### src/rtl/assert_macros.svh
// Assertion macros for the top-level RTL file.
// No dependencies; include by bare file name.
`ifndef ASSERT_MACROS_SVH
`define ASSERT_MACROS_SVH

// Clocked assertion, checks masked while reset is low.
`define CHK_ASSERT(lbl, clk, rstn, prop, msg) \
    lbl: assert property (@(posedge clk) disable iff (!rstn) prop) else $error(msg);

`endif

### src/rtl/i2cbrd_pkg.sv
// Package for the I2C bit rate divider search core.
// Holds default parameters and field widths; no dependencies.
package i2cbrd_pkg;

    localparam int unsigned CPU_HZ_DEF    = 16000000;
    localparam int unsigned PRESC_DEF     = 4;
    localparam int unsigned RATE_IN_W     = 22;
    localparam int unsigned DIV_W         = 8;
    localparam int unsigned CODE_W        = 2;
    localparam int unsigned ACH_W         = 20;
    localparam logic [DIV_W-1:0] DIV_MAX  = 8'hFF;
    localparam logic [ACH_W-1:0] RATE_MAX = 20'hFFFFF;

    // Lane pipeline depth for a given rate width.
    function automatic int unsigned lane_lat(input int unsigned rw);
        return 11 + rw;
    endfunction

endpackage

### src/rtl/i2cbrd_lane.sv
// One prescaler lane: divider by restoring division, then achieved rate and error.
// Depends on i2cbrd_pkg.
module i2cbrd_lane
    import i2cbrd_pkg::*;
#(
    parameter int unsigned CPU_HZ = CPU_HZ_DEF,
    parameter int unsigned CODE   = 0
) (
    input  logic                              aclk,
    input  logic                              en,
    input  logic [$clog2(CPU_HZ+1)-5:0]       rate_i,
    output logic [DIV_W-1:0]                  div_o,
    output logic [$clog2(CPU_HZ+1)-5:0]       br_o,
    output logic [$clog2(CPU_HZ+1)-5:0]       err_o
);

    localparam int unsigned HW = $clog2(CPU_HZ + 1);
    localparam int unsigned RW = HW - 4;
    localparam int unsigned XW = HW + 12;
    localparam int unsigned YW = HW + 17;
    localparam int unsigned SH = 2 * CODE + 1;
    localparam int unsigned NQ = RW;
    localparam int unsigned EB = 10 + NQ;
    localparam logic [XW-1:0] HZ_X = XW'(CPU_HZ);
    localparam logic [YW-1:0] HZ_Y = YW'(CPU_HZ);

    logic [XW-1:0]    num_reg [0:9];
    logic [XW-1:0]    den_reg [0:9];
    logic             ovf_reg [1:9];
    logic [DIV_W-1:0] q_reg   [1:9];
    logic [RW-1:0]    rt_reg  [0:EB-1];
    logic [DIV_W-1:0] dv_reg  [10:EB-1];
    logic [YW-1:0]    bd_reg  [10:EB-1];
    logic [YW-1:0]    rm_reg  [10:EB-1];
    logic [RW-1:0]    bq_reg  [10:EB-1];
    logic [DIV_W-1:0] div_reg;
    logic [RW-1:0]    br_reg;
    logic [RW-1:0]    err_reg;

    // stage 0: numerator with half-divisor rounding term, divisor
    always_ff @(posedge aclk) begin
        if (en) begin
            num_reg[0] <= HZ_X - (XW'(rate_i) << 4) + (XW'(rate_i) << (2 * CODE));
            den_reg[0] <= XW'(rate_i) << SH;
            rt_reg[0]  <= rate_i;
        end
    end

    // stage 1: quotient of 256 or more clamps
    always_ff @(posedge aclk) begin
        if (en) begin
            ovf_reg[1] <= num_reg[0] >= (den_reg[0] << 8);
            num_reg[1] <= num_reg[0];
            den_reg[1] <= den_reg[0];
            q_reg[1]   <= '0;
            rt_reg[1]  <= rt_reg[0];
        end
    end

    // stages 2..9: one quotient bit each, msb first
    for (genvar s = 2; s <= 9; s++) begin : g_dq
        localparam int unsigned K = 9 - s;
        logic tst;
        logic [DIV_W-1:0] q_c;
        assign tst = num_reg[s-1] >= (den_reg[s-1] << K);
        always_comb begin
            q_c    = q_reg[s-1];
            q_c[K] = tst;
        end
        always_ff @(posedge aclk) begin
            if (en) begin
                num_reg[s] <= tst ? num_reg[s-1] - (den_reg[s-1] << K) : num_reg[s-1];
                den_reg[s] <= den_reg[s-1];
                ovf_reg[s] <= ovf_reg[s-1];
                q_reg[s]   <= q_c;
                rt_reg[s]  <= rt_reg[s-1];
            end
        end
    end

    // stage 10: clamp divider, build bus period denominator
    logic [DIV_W-1:0] dv_c;
    assign dv_c = ovf_reg[9] ? DIV_MAX : q_reg[9];

    always_ff @(posedge aclk) begin
        if (en) begin
            dv_reg[10] <= dv_c;
            bd_reg[10] <= YW'(16) + (YW'(dv_c) << SH);
            rm_reg[10] <= HZ_Y;
            bq_reg[10] <= '0;
            rt_reg[10] <= rt_reg[9];
        end
    end

    // stages 11..10+NQ: achieved rate, one bit each
    for (genvar j = 1; j <= NQ; j++) begin : g_rq
        localparam int unsigned S = 10 + j;
        localparam int unsigned K = NQ - j;
        logic tst;
        assign tst = rm_reg[S-1] >= (bd_reg[S-1] << K);
        if (S < EB) begin : g_mid
            logic [RW-1:0] bq_c;
            always_comb begin
                bq_c    = bq_reg[S-1];
                bq_c[K] = tst;
            end
            always_ff @(posedge aclk) begin
                if (en) begin
                    rm_reg[S] <= tst ? rm_reg[S-1] - (bd_reg[S-1] << K) : rm_reg[S-1];
                    bd_reg[S] <= bd_reg[S-1];
                    bq_reg[S] <= bq_c;
                    dv_reg[S] <= dv_reg[S-1];
                    rt_reg[S] <= rt_reg[S-1];
                end
            end
        end else begin : g_last
            // last bit folds into the error stage
            logic [RW-1:0] br_c;
            always_comb begin
                br_c    = bq_reg[S-1];
                br_c[K] = tst;
            end
            always_ff @(posedge aclk) begin
                if (en) begin
                    br_reg  <= br_c;
                    div_reg <= dv_reg[S-1];
                    err_reg <= (br_c >= rt_reg[S-1]) ? br_c - rt_reg[S-1]
                                                     : rt_reg[S-1] - br_c;
                end
            end
        end
    end

    assign div_o = div_reg;
    assign br_o  = br_reg;
    assign err_o = err_reg;

endmodule

### config.mk
export PLATFORM = sky130hd
export DESIGN_NAME = i2cbrd_lane
export DESIGN_NICKNAME = d
export VERILOG_FILES = /design/src/rtl/assert_macros.svh /design/src/rtl/i2cbrd_pkg.sv /design/src/rtl/i2cbrd_lane.sv
export SDC_FILE = /design/constraint.sdc
export NUM_CORES = 2
export LEC_CHECK = 0
export ABC_CLOCK_PERIOD_IN_PS = 9800
export BUFFER_PORTS_ARGS = -buffer_cell sky130_fd_sc_hd__buf_2
export CORE_MARGIN = 2
export CORE_UTILIZATION = 65
export DETAILED_ROUTE_END_ITERATION = 6
export PLACE_DENSITY_LB_ADDON = 0.08
export SETUP_SLACK_MARGIN = 0.02
export SYNTH_ARGS = -nofsm -noshare
export SYNTH_HDL_FRONTEND = slang
export SYNTH_SLANG_ARGS = --single-unit
### constraint.sdc
create_clock -name aclk -period 9.8 [get_ports aclk]
set_input_delay 1.96 -clock aclk [delete_from_list [all_inputs] [get_ports aclk]]
set_output_delay 1.96 -clock aclk [all_outputs]
set_load 0.05 [all_outputs]
==> results.txt <==
Total power divided by cell area: 228 mW/mm²
Class of the most critical setup path: flip-flop to flip-flop
Detailed-route via count: 52,100
Fillers: 9,220
Post-DP HPWL: 112 mm
Final setup vio count: 0
Clock-pin slew on the worst setup and hold paths: 0.06 ns
Primary flip-flop cell chosen by synthesis mapping: sky130_fd_sc_hd__edfxtp_1
Complex-gate fraction of the synthesized area: 0.0757
Largest register FFs: 574
Number of antenna violations at the first check in global routing: 1
Area share of fa/ha/maj cells after synthesis: 0.0608
Maximum number of pins on one net before global-route repair: 190
Via count normalized by instance count: 5.75
Clock tree skew after final layout: 0.0478 ns
Total wire length: 160 mm
Outcome: complete, no violations
Overall power consumption: 22.9 mW
Clock Root Buffer: sky130_fd_sc_hd__clkbuf_16
Wire length per cell: 17.7 µm
FF-to-FF setup slack: 4.17 ns
Post-Synthesis Mean Instance Area: 13.3 µm²
Number of distinct library cells after synthesis: 96
Largest family of logic cells by synthesized area: simple AND/OR/NAND/NOR gates
RSZ-0062 raised after global routing: no
Endpoint of the worst hold path: rt_reg[0][230]
Floorplan row count: 137
DR iter-0 viols: 3,494
Total clock buffers created by CTS: 195
Mux contribution to synthesized area: 0.00851
Accumulated negative setup slack: 0 ns
Floorplan die height: 379 µm
Via count of the first global-routing pass: 51,900
Worst Tran Pin Value: 1.20 ns
Startpoint of the lowest-slack register-to-register path: rm_reg[14][50]
R2R cell count: 18
Fraction of layout cells with a size suffix above 1: 0.0727
Area share of xor/xnor cells in the synthesized design: 0.0614
Highest fanout seen on the critical path: 33
Reg-to-reg endpoint: err_o[11]
Drc violations: 0
Area of the placeable core: 0.140 mm²
CTS tree: yes
Setup crit end kind: flip-flop
Tcrit/Tclk final: 0.575
Global-route total usage across every layer: 0.226
Cts hold-fix bufs: 0
Max VDD drop: 228 µV
Overall die width: 379 µm
Hold Vio Cnt, Final: 0
Longest Clk Path Bufs: 3
Async set-reset flop share out of synthesis: 0
Final worst path period need: 5.63 ns
Warning count from the yosys run: 0
Hold_sp: rt_reg[0][210]
Register area share after synthesis: 0.656
Num ports: 70
Synth Instances: 6,857
Post-CTS sizing: 0
IO Port Bufs: 69
Signed area change from the synthesized netlist to the final layout: 10.1%
Die footprint: 0.144 mm²
Number of clock sinks: 1,996
Fmax: 0.178 GHz
Commonest non-fill, non-tap cells in the layout: sky130_fd_sc_hd__edfxtp_1, sky130_fd_sc_hd__inv_1, sky130_fd_sc_hd__nand2_1
Mapped Area: 0.0913 mm²
Worst max-slew margin expressed relative to the limit: 0.198
Total iterations of the first detailed-routing run: 6
Depth of the CTS H-tree: 4
Endpoint required time on the critical path: 10.37 ns
Max-cap violations: 0
Final RePlAce weighted congestion: 0.937
Max-slew violation total from the final report: 0
Post-route antenna net violation count: 0
Arrival time of the worst setup path: 6.20 ns
Clock Latency Late Sink: 0.82 ns
Synthesized-area fraction occupied by and/or/nand/nor cells: 0.108
Initial standard-cell utilization of the core: 0.655
Nature of the critical path startpoint: flip-flop
Setup repair bufs after CTS: 0
Post-Route Utilization: 0.721
Most common cell after layout, fill and taps aside: sky130_fd_sc_hd__edfxtp_1
Post-synth EDFFs: 1,996
Count of nets after finishing: 7,477
Flop and latch count out of synthesis: 1,996
Hold path depth: 0
First-pass GRT wire length: 259 mm
Static leakage: 37.4 nW
Sum of overflow across all layers after global routing: 0
Class of the worst hold path: flip-flop to flip-flop
power breakdown:
part           leakage (nW)  switching (mW)  internal (mW)
combinational          15.0            2.36           1.69
sequential             19.2           0.610           10.7
clock                  3.19            3.15           4.45
worst max-delay path: stages (launching register included):
cell and delay (ns):
sky130_fd_sc_hd__edfxtp_1 0.37, sky130_fd_sc_hd__ha_1 0.34, sky130_fd_sc_hd__nand3_1 0.11, sky130_fd_sc_hd__nand4_1 0.11, sky130_fd_sc_hd__a2111oi_0 0.79, sky130_fd_sc_hd__o21ai_0 0.53
sky130_fd_sc_hd__inv_1 0.17, sky130_fd_sc_hd__ha_1 0.18, sky130_fd_sc_hd__inv_1 0.05, sky130_fd_sc_hd__fa_1 0.40, sky130_fd_sc_hd__nand3_1 0.13, sky130_fd_sc_hd__a21oi_1 0.11
sky130_fd_sc_hd__o31ai_1 0.54, sky130_fd_sc_hd__nand3_1 0.20, sky130_fd_sc_hd__a31oi_2 0.22, sky130_fd_sc_hd__buf_4 0.37, sky130_fd_sc_hd__mux2_2 0.38, sky130_fd_sc_hd__a221oi_1 0.30
sky130_fd_sc_hd__xnor2_1 0.10
Yosys cell counts (102+ instances only):
cell	instances	area, µm²
sky130_fd_sc_hd__a21oi_1	281	1410
sky130_fd_sc_hd__ha_1	399	4990
sky130_fd_sc_hd__nor4_1	143	895
sky130_fd_sc_hd__nand3_1	102	510
sky130_fd_sc_hd__a21o_1	120	901
sky130_fd_sc_hd__xnor2_1	263	2300
sky130_fd_sc_hd__o21ai_0	322	1610
sky130_fd_sc_hd__nor3_1	221	1110
sky130_fd_sc_hd__xor2_1	377	3300
sky130_fd_sc_hd__inv_1	569	2140
sky130_fd_sc_hd__nand2_1	425	1600
sky130_fd_sc_hd__nor2_1	410	1540
sky130_fd_sc_hd__edfxtp_1	1996	59900
sky130_fd_sc_hd__clkbuf_1	115	432
metal layers:
layer,vias up,GRT usage,share of wire
met5,-,0,0
met1,24900,0.261,0.39
met2,1122,0.410,0.52
li1,25600,-,-
met3,427,0.0354,0.035
met4,0,0.112,0.049
worst max-delay path by stage:
stage | startpoint | end | slack, ns | cells after the start
5_1_grt | rm_reg[14][50] | err_o[11] | 3.91 | 18
6_report | rm_reg[14][50] | err_o[11] | 4.17 | 18
2_1_floorplan | rate_i[5] | num_reg[0][21] | 4.50 | 13
4_1_cts | rm_reg[14][50] | err_o[11] | 4.31 | 18
3_5_place_dp | rate_i[5] | num_reg[0][21] | 3.67 | 14
3_3_place_gp | rate_i[5] | num_reg[0][21] | 3.56 | 14
stage by stage:
| stage | hold slack, ns | std cells | cell area, µm² | worst slack [ns] |
|---|---|---|---|---|
| after floorplan | 0.400 | 6860 | 91400 | 4.50 |
| after global placement | 0.400 | 8707 | 93900 | 3.56 |
| after detailed placement | 0.405 | 8707 | 93900 | 3.67 |
| after CTS | 0.383 | 9069 | 101000 | 4.31 |
| after global routing | 0.387 | 9069 | 101000 | 3.91 |
| final | 0.387 | 9070 | 101000 | 4.17 |
final cells by class:
class,instances,area (µm²),share of cell area
Sequential cell,1996,59900,0.596
Multi-Input combinational cell,4157,28800,0.286
Clock buffer,232,5040,0.0501
Tap cell,1876,2350,0.0233
Inverter,572,2150,0.0213
Clock inverter,130,1600,0.0159
Timing Repair Buffer,106,726,0.00722
Antenna cell,1,2.50,0.0000249
kinds of logic after synthesis:
| logic type | count (synthesis) |
|---|---|
| flip-flops | 1996 |
| AND/OR/NAND/NOR | 1910 |
| AO/OA/AOI/OAI | 1105 |
| buffers and inverters | 707 |
| XOR/XNOR | 640 |
| adder cells (fa/ha/maj) | 427 |
| multiplexers | 71 |
| other | 1 |
Note: power is estimated with default switching activity, not from simulation.
